## src/rtl/core/ordered_list_delete_at_position_defines.svh

```systemverilog
// Assertion macros shared by the ordered list RTL.
`ifndef ORDERED_LIST_DELETE_AT_POSITION_DEFINES_SVH
`define ORDERED_LIST_DELETE_AT_POSITION_DEFINES_SVH

// Same-cycle implication, sampled on clk, off while rst_n is low.
`define OL_ASSERT_IMP(label, ante, cons, msg) \
  label: assert property (@(posedge clk) disable iff (!rst_n) (ante) |-> (cons)) \
    else $error(msg);

// Next-cycle implication, sampled on clk, off while rst_n is low.
`define OL_ASSERT_NXT(label, ante, cons, msg) \
  label: assert property (@(posedge clk) disable iff (!rst_n) (ante) |=> (cons)) \
    else $error(msg);

`endif

```

## src/rtl/core/olist_pkg.sv

```systemverilog
// Widths, codes and types of the ordered list block.
`default_nettype none

package olist_pkg;

  localparam int DEPTH  = 64;
  localparam int ADDR_W = $clog2(DEPTH);
  localparam int CNT_W  = ADDR_W + 1;
  localparam int VAL_W  = 32;
  localparam int POS_W  = 7;
  localparam int LEN_W  = 7;
  localparam int STAT_W = 2;

  typedef logic signed [VAL_W-1:0] value_t;
  typedef logic [POS_W-1:0]        pos_t;
  typedef logic [LEN_W-1:0]        len_t;
  typedef logic [STAT_W-1:0]       status_t;
  typedef logic [CNT_W-1:0]        count_t;
  typedef logic [ADDR_W-1:0]       addr_t;

  localparam logic OP_APPEND = 1'b0;
  localparam logic OP_DELETE = 1'b1;

  localparam status_t ST_OK      = 2'd0;
  localparam status_t ST_INVALID = 2'd1;
  localparam status_t ST_FULL    = 2'd2;

  localparam value_t NEG_ONE = -32'sd1;

endpackage

`default_nettype wire

```

## src/rtl/core/olist_in_if.sv

```systemverilog
// Input channel of the ordered list: append or delete requests.
`default_nettype none

interface olist_in_if;
  logic                  valid;
  logic                  ready;
  logic                  opcode;
  olist_pkg::value_t     value;
  olist_pkg::pos_t       position;

  modport source (output valid, opcode, value, position, input ready);
  modport sink   (input valid, opcode, value, position, output ready);
endinterface

`default_nettype wire

```

## src/rtl/core/olist_out_if.sv

```systemverilog
// Result channel of the ordered list.
`default_nettype none

interface olist_out_if;
  logic                  valid;
  logic                  ready;
  olist_pkg::value_t     removed_value;
  olist_pkg::status_t    status;
  olist_pkg::len_t       length;

  modport source (output valid, removed_value, status, length, input ready);
  modport sink   (input valid, removed_value, status, length, output ready);
endinterface

`default_nettype wire

```

## src/rtl/core/olist_ram.sv

```systemverilog
// Generic single-port-write, single-port-read RAM with registered read data.
`default_nettype none

module olist_ram #(
  parameter int WIDTH = 32,
  parameter int DEPTH = 64
) (
  input  wire logic                     clk,
  input  wire logic                     we,
  input  wire logic [$clog2(DEPTH)-1:0] waddr,
  input  wire logic [WIDTH-1:0]         wdata,
  input  wire logic                     re,
  input  wire logic [$clog2(DEPTH)-1:0] raddr,
  output logic      [WIDTH-1:0]         rdata
);

  logic [WIDTH-1:0] mem [DEPTH];

  always_ff @(posedge clk) begin
    if (we) begin
      mem[waddr] <= wdata;
    end
    if (re) begin
      rdata <= mem[raddr];
    end
  end

endmodule

`default_nettype wire

```

## src/rtl/core/ordered_list_delete_at_position.sv

```systemverilog
// Append: the result is valid in the cycle after the item is accepted; the next item may enter while it is taken.
// Rejected delete or full append: the result likewise follows acceptance in the next cycle.
// Valid delete at position p: S_HEAD takes the removed entry, then S_SHIFT moves one later
// entry up per cycle through the single RAM port pair until the list end is reached.
// Synchronous active-low reset empties the list and the result register;
// the RAM contents are not cleared, no entry at or past the length is read.
`default_nettype none
`include "ordered_list_delete_at_position_defines.svh"

module ordered_list_delete_at_position (
  input wire logic   clk,
  input wire logic   rst_n,
  olist_in_if.sink   in_ch,
  olist_out_if.source out_ch
);

  localparam logic [1:0] S_IDLE  = 2'd0;
  localparam logic [1:0] S_HEAD  = 2'd1;
  localparam logic [1:0] S_SHIFT = 2'd2;

  logic [1:0]             state_r, state_nxt;
  olist_pkg::count_t      count_r, count_nxt;
  olist_pkg::count_t      ptr_r, ptr_nxt;      // next entry to read during shift
  olist_pkg::addr_t       lrd_r, lrd_nxt;      // address read in the previous cycle
  olist_pkg::value_t      removed_r, removed_nxt;

  logic                   out_valid_r, out_valid_nxt;
  olist_pkg::value_t      out_value_r, out_value_nxt;
  olist_pkg::status_t     out_status_r, out_status_nxt;
  olist_pkg::len_t        out_len_r, out_len_nxt;

  logic                   ram_we, ram_re;
  olist_pkg::addr_t       ram_waddr, ram_raddr;
  olist_pkg::value_t      ram_wdata, ram_rdata;

  logic                   in_acc;
  logic                   pos_bad;

  olist_ram #(
    .WIDTH (olist_pkg::VAL_W),
    .DEPTH (olist_pkg::DEPTH)
  ) u_store (
    .clk   (clk),
    .we    (ram_we),
    .waddr (ram_waddr),
    .wdata (ram_wdata),
    .re    (ram_re),
    .raddr (ram_raddr),
    .rdata (ram_rdata)
  );

  assign in_ch.ready = (state_r == S_IDLE) && (!out_valid_r || out_ch.ready);
  assign in_acc      = in_ch.valid && in_ch.ready;
  assign pos_bad     = (in_ch.position == '0) ||
                       (32'(in_ch.position) > 32'(count_r));

  assign out_ch.valid         = out_valid_r;
  assign out_ch.removed_value = out_value_r;
  assign out_ch.status        = out_status_r;
  assign out_ch.length        = out_len_r;

  always_comb begin
    state_nxt      = state_r;
    count_nxt      = count_r;
    ptr_nxt        = ptr_r;
    lrd_nxt        = lrd_r;
    removed_nxt    = removed_r;
    out_valid_nxt  = out_valid_r;
    out_value_nxt  = out_value_r;
    out_status_nxt = out_status_r;
    out_len_nxt    = out_len_r;
    ram_we         = 1'b0;
    ram_waddr      = lrd_r - 1'b1;
    ram_wdata      = ram_rdata;
    ram_re         = 1'b0;
    ram_raddr      = ptr_r[olist_pkg::ADDR_W-1:0];

    if (out_valid_r && out_ch.ready) begin
      out_valid_nxt = 1'b0;
    end

    case (state_r)
      S_IDLE: begin
        if (in_acc) begin
          out_valid_nxt = 1'b1;
          out_value_nxt = olist_pkg::NEG_ONE;
          out_len_nxt   = olist_pkg::LEN_W'(count_r);
          if (in_ch.opcode == olist_pkg::OP_APPEND) begin
            if (32'(count_r) == olist_pkg::DEPTH) begin
              out_status_nxt = olist_pkg::ST_FULL;
            end else begin
              ram_we         = 1'b1;
              ram_waddr      = count_r[olist_pkg::ADDR_W-1:0];
              ram_wdata      = in_ch.value;
              count_nxt      = count_r + 1'b1;
              out_status_nxt = olist_pkg::ST_OK;
              out_len_nxt    = olist_pkg::LEN_W'(count_r + 1'b1);
            end
          end else if (pos_bad) begin
            out_status_nxt = olist_pkg::ST_INVALID;
          end else begin
            // hold the result until the later entries have moved up
            out_valid_nxt = 1'b0;
            ram_re        = 1'b1;
            ram_raddr     = olist_pkg::ADDR_W'(in_ch.position - 1'b1);
            ptr_nxt       = olist_pkg::CNT_W'(in_ch.position);
            state_nxt     = S_HEAD;
          end
        end
      end
      S_HEAD: begin
        removed_nxt = ram_rdata;
        if (ptr_r < count_r) begin
          ram_re    = 1'b1;
          lrd_nxt   = ptr_r[olist_pkg::ADDR_W-1:0];
          ptr_nxt   = ptr_r + 1'b1;
          state_nxt = S_SHIFT;
        end else begin
          count_nxt      = count_r - 1'b1;
          out_valid_nxt  = 1'b1;
          out_value_nxt  = ram_rdata;
          out_status_nxt = olist_pkg::ST_OK;
          out_len_nxt    = olist_pkg::LEN_W'(count_r - 1'b1);
          state_nxt      = S_IDLE;
        end
      end
      S_SHIFT: begin
        // entry read last cycle moves one place toward the head
        ram_we = 1'b1;
        if (ptr_r < count_r) begin
          ram_re  = 1'b1;
          lrd_nxt = ptr_r[olist_pkg::ADDR_W-1:0];
          ptr_nxt = ptr_r + 1'b1;
        end else begin
          count_nxt      = count_r - 1'b1;
          out_valid_nxt  = 1'b1;
          out_value_nxt  = removed_r;
          out_status_nxt = olist_pkg::ST_OK;
          out_len_nxt    = olist_pkg::LEN_W'(count_r - 1'b1);
          state_nxt      = S_IDLE;
        end
      end
      default: begin
        state_nxt = S_IDLE;
      end
    endcase
  end

  always_ff @(posedge clk) begin
    if (!rst_n) begin
      state_r     <= S_IDLE;
      count_r     <= '0;
      out_valid_r <= 1'b0;
    end else begin
      state_r     <= state_nxt;
      count_r     <= count_nxt;
      out_valid_r <= out_valid_nxt;
    end
  end

  always_ff @(posedge clk) begin
    ptr_r        <= ptr_nxt;
    lrd_r        <= lrd_nxt;
    removed_r    <= removed_nxt;
    out_value_r  <= out_value_nxt;
    out_status_r <= out_status_nxt;
    out_len_r    <= out_len_nxt;
  end

  `OL_ASSERT_NXT(a_append_grows,
    in_acc && (in_ch.opcode == olist_pkg::OP_APPEND) && (32'(count_r) < olist_pkg::DEPTH),
    count_r == $past(count_r) + 1'b1, "append did not grow the list")
  `OL_ASSERT_IMP(a_idle_write, ram_we && (state_r == S_IDLE),
    in_acc && (in_ch.opcode == olist_pkg::OP_APPEND), "store written in idle without an append")
  `OL_ASSERT_IMP(a_write_in_list, ram_we,
    32'(ram_waddr) < 32'(count_r) || state_r == S_IDLE, "shift wrote past the list end")
  `OL_ASSERT_IMP(a_busy_out_free, state_r != S_IDLE, !out_valid_r,
    "result register busy during a delete")
  `OL_ASSERT_IMP(a_count_bound, 1'b1, 32'(count_r) <= olist_pkg::DEPTH,
    "list length above capacity")

endmodule

`default_nettype wire

```

## src/flat_wrapper.sv

```systemverilog
// flat-port wrapper written by rule: the top's interface ports become plain ports
module ordered_list_delete_at_position_flat 
  (clk, rst_n, in_ch_valid, in_ch_opcode, in_ch_value, in_ch_position, in_ch_ready, out_ch_valid, out_ch_removed_value, out_ch_status, out_ch_length, out_ch_ready);
  olist_in_if in_ch_i ();
  olist_out_if out_ch_i ();
  input wire logic clk;
  input wire logic rst_n;
  input wire logic [$bits(in_ch_i.valid)-1:0] in_ch_valid;
  input wire logic [$bits(in_ch_i.opcode)-1:0] in_ch_opcode;
  input wire logic [$bits(in_ch_i.value)-1:0] in_ch_value;
  input wire logic [$bits(in_ch_i.position)-1:0] in_ch_position;
  output wire logic [$bits(in_ch_i.ready)-1:0] in_ch_ready;
  output wire logic [$bits(out_ch_i.valid)-1:0] out_ch_valid;
  output wire logic [$bits(out_ch_i.removed_value)-1:0] out_ch_removed_value;
  output wire logic [$bits(out_ch_i.status)-1:0] out_ch_status;
  output wire logic [$bits(out_ch_i.length)-1:0] out_ch_length;
  input wire logic [$bits(out_ch_i.ready)-1:0] out_ch_ready;
  assign in_ch_i.valid = in_ch_valid;
  assign in_ch_i.opcode = in_ch_opcode;
  assign in_ch_i.value = in_ch_value;
  assign in_ch_i.position = in_ch_position;
  assign in_ch_ready = in_ch_i.ready;
  assign out_ch_valid = out_ch_i.valid;
  assign out_ch_removed_value = out_ch_i.removed_value;
  assign out_ch_status = out_ch_i.status;
  assign out_ch_length = out_ch_i.length;
  assign out_ch_i.ready = out_ch_ready;
  ordered_list_delete_at_position u_core (.clk(clk), .rst_n(rst_n), .in_ch(in_ch_i), .out_ch(out_ch_i));
endmodule
```

## config.mk

```make
export PLATFORM = sky130hd
export DESIGN_NAME = ordered_list_delete_at_position_flat
export DESIGN_NICKNAME = d
export VERILOG_FILES = /design/src/rtl/core/olist_pkg.sv /design/src/rtl/core/olist_in_if.sv /design/src/rtl/core/olist_out_if.sv /design/src/rtl/core/olist_ram.sv /design/src/rtl/core/ordered_list_delete_at_position.sv /design/src/flat_wrapper.sv
export VERILOG_INCLUDE_DIRS = /design/src /design/src/rtl/core
export SDC_FILE = /design/constraint.sdc
export NUM_CORES = 2
export LEC_CHECK = 0
export BUFFER_PORTS_ARGS = -buffer_cell sky130_fd_sc_hd__buf_4
export CAP_MARGIN = 40
export CELL_PAD_IN_SITES_DETAIL_PLACEMENT = 1
export CELL_PAD_IN_SITES_GLOBAL_PLACEMENT = 2
export CORE_MARGIN = 3
export CORE_UTILIZATION = 40
export CTS_BUF_LIST = sky130_fd_sc_hd__clkbuf_4
export CTS_CLUSTER_SIZE = 30
export DETAILED_ROUTE_END_ITERATION = 10
export PLACE_DENSITY = 0.66
export SLEW_MARGIN = 40
export SYNTH_ARGS = -nofsm -noshare
export SYNTH_HDL_FRONTEND = slang
export SYNTH_HIERARCHICAL = 1
export SYNTH_SLANG_ARGS = --single-unit
```

## constraint.sdc

```tcl
create_clock -name clk -period 7.76 [get_ports clk]
set_input_delay 1.94 -clock clk [delete_from_list [all_inputs] [get_ports clk]]
set_output_delay 1.94 -clock clk [all_outputs]
set_load 0.01 [all_outputs]
```

* Word level (Yosys, flattened, before mapping)
Memory sizes are Yosys's and may differ from the RTL's. A register that Yosys moved wholly into a read port is not among the register bits.
Index checks and enable logic that the tools add are counted.
** Operators by class
- Add/subtract/negate cells :: 5
- Magnitude comparators :: 2
- Equality and inequality tests :: 11
- Multiplexer cells :: 54
- Reduce and logical (&&, ||, !) cells :: 17
** Operator list (number)
- $mux W32 :: 7
- $pmux W32 S3 :: 1
- $mux W7 :: 8
- $mux W6 :: 8
- $pmux W7 S2 :: 2
- $mux W2 :: 9
- $add A7 B1 Y7 const B :: 2
- $mux W1 :: 14
- $reduce_and A4 Y1 :: 3
- $sub A6 B1 Y6 const B :: 2
- $ne A2 B2 Y1 const B :: 5
- $eq A7 B7 Y1 const B :: 1
- $gt A7 B7 Y1 :: 1
- $logic_not A7 Y1 :: 1
- $lt A7 B7 Y1 :: 1
- $sub A7 B1 Y7 const B :: 1
- $pmux W1 S2 :: 3
- $pmux W2 S3 :: 1
- $reduce_and A5 Y1 :: 1
- $ne A2 B1 Y1 const B :: 2
- $pmux W2 S2 :: 1
- $logic_and A1 B1 Y1 :: 3
- $ne A3 B2 Y1 const B :: 1
- $reduce_and A3 Y1 :: 1
- other kinds (9) :: 10
** Storage, ports and cells
- Bits in registers :: 96
- Bits in writable memories :: 2048
- Output and inout bits :: 43
- Memories kept :: 1
** Memory list
- u_core.u_store.mem :: depth 64, bits a word 32, read ports 1, clocked after memory_dff 1, write ports 1, line olist_ram.sv:17 : logic [WIDTH-1:0] mem [DEPTH];

* Logic depth before layout (Yosys ltp)
- Depth in word-level cells :: 8
- Gate-level depth with buffers :: 21
- Mapped depth without buffers :: 13

* Hierarchy
Netlist, hierarchy kept.
** By module, submodules not included
- olist_ram :: instances 1, cells each 3324, area each 78835.6 sq um
- ordered_list_delete_at_position :: instances 1, cells each 463, area each 4959.8 sq um

* Least setup slack after synthesis
Ideal clock, no wire load.
- Kind :: input -> register
- From :: in out_ch_ready
- To :: mem u_core.u_store.mem[49][0] (enable)
- Setup time :: 461 ps
- Data arrival time :: 5621 ps
- Setup slack :: 1678 ps
- Stages :: 8
- Path buffers :: 1
- Cell sequence :: nand2b_1 -> nand3_1 -> nor2_1 -> nand2_1 -> buf_2 -> a21oi_1 -> nand4_1 -> nor3_1
** Between the ends
- Elaborated cells on any way between the ends :: 9
** RTL lines
- start: declaration :: line flat_wrapper.sv:17 : input wire logic [$bits(out_ch_i.ready)-1:0] out_ch_ready;
- $logic_or A1 B1 Y1 :: line ordered_list_delete_at_position.sv:52 : assign in_ch.ready = (state_r == S_IDLE) && (!out_valid_r || out_ch.ready);
- $logic_and A1 B1 Y1 :: line ordered_list_delete_at_position.sv:52
- $logic_and A1 B1 Y1 :: line ordered_list_delete_at_position.sv:53 : assign in_acc = in_ch.valid && in_ch.ready;
- $mux W6 :: line ordered_list_delete_at_position.sv:84 : if (in_acc) begin
- $mux W6 :: line ordered_list_delete_at_position.sv:82 : case (state_r)
- named net u_core.ram_waddr[0] :: line ordered_list_delete_at_position.sv:33 : olist_pkg::addr_t ram_waddr, ram_raddr;
- end: declaration :: line olist_ram.sv:17
The timed path passes the listed nets, and every way through them passes these cells.

* Worst setup path after layout
- From :: in in_ch_position[6]
- To :: reg u_core.u_store.rdata[15] (read register of u_core.u_store.mem), data pin
** Between the ends
- Word-level cells in the longest chain between the ends :: 6
- Elaborated cells on any way between the ends :: 11
** Ends and longest elaborated chain
- start: declaration :: line flat_wrapper.sv:11 : input wire logic [$bits(in_ch_i.position)-1:0] in_ch_position;
- $gt A7 B7 Y1 or $logic_not A7 Y1 (tied branches) :: line ordered_list_delete_at_position.sv:55, ordered_list_delete_at_position.sv:54
- $logic_or A1 B1 Y1 (*) :: line ordered_list_delete_at_position.sv:54 : assign pos_bad = (in_ch.position == '0) ||
- $mux W6 (*) :: line ordered_list_delete_at_position.sv:99 : end else if (pos_bad) begin
- $mux W6 (*) :: line ordered_list_delete_at_position.sv:88 : if (in_ch.opcode == olist_pkg::OP_APPEND) begin
- $mux W6 (*) :: line ordered_list_delete_at_position.sv:84
- $mux W6 (*) :: line ordered_list_delete_at_position.sv:82
- named net u_core.ram_raddr[0] :: line ordered_list_delete_at_position.sv:33
- end: declaration :: line olist_ram.sv:14 : output logic [WIDTH-1:0] rdata
The timed path passes the listed nets; every way through them passes the cells marked *.
A chain may end at the register's enable or synchronous reset.

==> flow_metrics.env <==
export IMPL_setup_tns_ps=0
export IMPL_wire_per_inst_um=31.7
export IMPL_final_util=0.467
export IMPL_synthDistinctLibCells=63
export IMPL_ir_drop_v=0.000317
export IMPL_synth_seq_cells=2176
export IMPL_synth_top_family_by_area="multiplexers"
export IMPL_gp_congestion=0.787
export IMPL_synth_warnings=6
export IMPL_initial_core_util=0.403
export IMPL_hold_viol_final=0
export IMPL_regArea_um2=65200
export IMPL_post_cts_buffers=0
export IMPL_drt_iter0_markers=4492
export IMPL_synthAdderAreaFrac=0.00328
export IMPL_r2r_end="u_core/u_store/rdata[15]"
export IMPL_clk_latency_ps=1360
export IMPL_vias=43600
export IMPL_grt_max_degree=67
export IMPL_fmax_mhz=174
export IMPL_status="completed"
export IMPL_clock_sinks=2176
export IMPL_gr_total_overflow=0
export IMPL_syn_nets=3853
export IMPL_yosys_area_share_simple=0.0212
export IMPL_endpoint_kind="flip-flop"
export IMPL_p_leak_nw=31.1
export IMPL_worstPathRequired_ps=8810
export IMPL_cts_tree="yes"
export IMPL_hold_path_class="flip-flop to flip-flop"
export IMPL_layout_commonest_cell="edfxtp_1"
export IMPL_hold_start="u_core/u_store/rdata[17]"
export IMPL_cts_resized=0
export IMPL_cts_buffers=586
export IMPL_area_growth_pct=15.7
export IMPL_multi_input_area_um2=18200
export IMPL_worst_pin_slew_ps=900
export IMPL_drv_slew=0
export IMPL_rsz0062_at_grt="false"
export IMPL_die_y_um=464
export IMPL_worstPathMaxFanout=36
export IMPL_synth_flop_cell="edfxtp_1"
export IMPL_nFillCells=19200
export IMPL_antenna_found_initial=9
export IMPL_synth_edf_count=2166
export IMPL_layout_cell_area_non_filler_um2=96900
export IMPL_critPathKind="input pin to flip-flop"
export IMPL_max_slew_margin=0.400
export IMPL_die_area_um2=215000
export IMPL_track_usage=0.223
export IMPL_drc_errors=0
export IMPL_clock_path_buffers=4
export IMPL_finalSetupViolCount=0
export IMPL_vias_per_cell=5.72
export IMPL_cts_htree_levels=6
export IMPL_ant_nets=0
export IMPL_seq_area_frac_synth=0.779
export IMPL_final_setup_skew_ps=79.3
export IMPL_whs_ps=495
export IMPL_clkSlewWorstSetupHoldPaths_ps=60
export IMPL_whs_endpoint="u_core/removed_r[17]"
export IMPL_cts_root_buf="clkbuf_4"
export IMPL_final_cell_mix="edfxtp_1 (2166), clkbuf_4 (854), mux4_2 (544)"
export IMPL_num_nets_final=4520
export IMPL_worstPathArrival_ps=6790
export IMPL_place_ws_ps=572
export IMPL_holdPathStages=0
export IMPL_drive_gt1_frac=0.381
export IMPL_cap_violations=0
export IMPL_synthCells=3787
export IMPL_synthMuxAreaShare=0.158
export IMPL_rows=167
export IMPL_place_area_um2=89800
export IMPL_grt_pass1_wl_um=343000
export IMPL_cts_hold_fix_buffers=0
export IMPL_r2r_cells=16
export IMPL_dr_pass1_iters=5
export IMPL_syn_area_um2=83800
export IMPL_power_density_nw_per_um2=377
export IMPL_post_dp_hpwl_um=138000
export IMPL_syn_area_per_cell_um2=22.1
export IMPL_async_flop_share=0
export IMPL_num_io_pins=87
export IMPL_io_buffers=86
export IMPL_fin_crit_ps=5740
export IMPL_r2r_setup_slack_ps=2120
export IMPL_r2r_start="u_core/count_r[4]"
export IMPL_grt_pass1_vias=45900
export IMPL_setup_ws_ps=2020
export IMPL_core_area_um2=208000
export IMPL_routed_wl_um=242000
export IMPL_synth_xor_xnor_area_share=0.00167
export IMPL_post_route_period_util=0.740
export IMPL_dieWidth_um=464
export IMPL_synth_compound_area_frac=0.0242
export IMPL_startpoint_type="input pin"
## synth_stat cells (7+ instances only)
library cell  instances  share of area
buf_2                67         0.0040
o22ai_1              84         0.0063
dfxtp_1              10         0.0024
nor2_1              160         0.0072
buf_4                26         0.0023
o221ai_1             27         0.0028
nor2b_1              18         0.0013
edfxtp_1           2166           0.78
mux4_2              544           0.15
buf_1                24         0.0011
and2_1                7        0.00052
a311oi_1              8        0.00084
xnor2_1              11         0.0011
o21ai_0              19         0.0011
inv_1                16        0.00072
mux2i_1              98          0.012
a221o_1              32         0.0038
nand2b_1             11        0.00082
nand2_1             147         0.0066
a22oi_1              13         0.0012
ha_1                 22         0.0033
nor3_1               11        0.00066
clkbuf_1             90         0.0040
a21oi_1              80         0.0048
nand3_1              14        0.00084
## metrics by stage
| stage | total power [mW] | cells |
|---|---|---|
| global route | 38.3 | 7610 |
| CTS | 37.0 | 7601 |
| global placement | 26.9 | 6647 |
| detailed placement | 27.1 | 6648 |
| finish | 36.5 | 7612 |
| floorplan | 22.5 | 3787 |
## layer usage
metal  vias to the layer above  GRT usage  part of all wire
li1                      17600          -                 -
met1                     23500      0.305              0.41
met2                      1984      0.359              0.49
met3                       393     0.0461             0.075
met4                         2     0.0764             0.028
met5                         -          0          0.000054
## critical path: stages
cell	delay, ps
buf_4	120
ha_1	330
a21oi_1	150
o21ai_0	120
o22a_1	210
or3_1	440
buf_4	250
o21ai_4	540
buf_12	340
buf_12	330
buf_4	400
mux4_2	560
o221ai_1	280
a21oi_1	120
a21oi_1	480
nor2_1	90
## where the power goes
part           switching [mW]  internal (mW)
sequential              0.330           15.1
combinational            7.05           4.17
clock                    4.59           5.25
total                    12.0           24.6
## state kept, by name (all words and copies together), names as in the netlist
| signal | flops |
|---|---|
| u_core/count_r | 7 |
| u_core/lrd_r | 6 |
| u_core/out_ch.length | 7 |
| u_core/out_ch.removed_value | 32 |
| u_core/out_ch.status | 2 |
| u_core/out_ch.valid | 1 |
| u_core/ptr_r | 7 |
| u_core/removed_r | 32 |
| u_core/state_r | 2 |
| u_core/u_store/mem | 2048 |
| u_core/u_store/rdata | 32 |
## cell type report
| class | instances | area share |
|---|---|---|
| flip-flops and latches | 2176 | 0.673 |
| inverters | 17 | 0.000658 |
| multi-input cells | 1381 | 0.188 |
| diodes | 5 | 0.000129 |
| well taps | 2788 | 0.0360 |
| repair buffers | 292 | 0.0298 |
| clock buffers | 854 | 0.0661 |
| clock inverters | 99 | 0.00605 |
## worst max-delay path by stage
stage	startpoint	endpoint	slack, ps	cells after the start
finish	in_ch_position[6]	u_core/u_store/rdata[15]	2020	16
global route	u_core/count_r[2]	u_core/u_store/rdata[15]	1750	16
global placement	in_ch_position[6]	u_core/u_store/rdata[19]	500	16
floorplan	out_ch_ready	u_core/u_store/mem[49][0]	1680	8
CTS	u_core/count_r[2]	u_core/u_store/rdata[1]	1950	15
detailed placement	in_ch_position[6]	u_core/u_store/rdata[15]	570	16
## cell families (layout without fill, tap and decap cells)
kind of cell	count (synthesis)	after routing
other	0	5
DFF	2176	2176
muxes	643	643
and+or+nand+nor	406	406
AOI/OAI and AO/OA	294	294
buffers and inverters	230	1262
xor gates and xnor gates	16	16
adders and majority gates	22	22
Note: power is estimated with default switching activity, not from simulation.
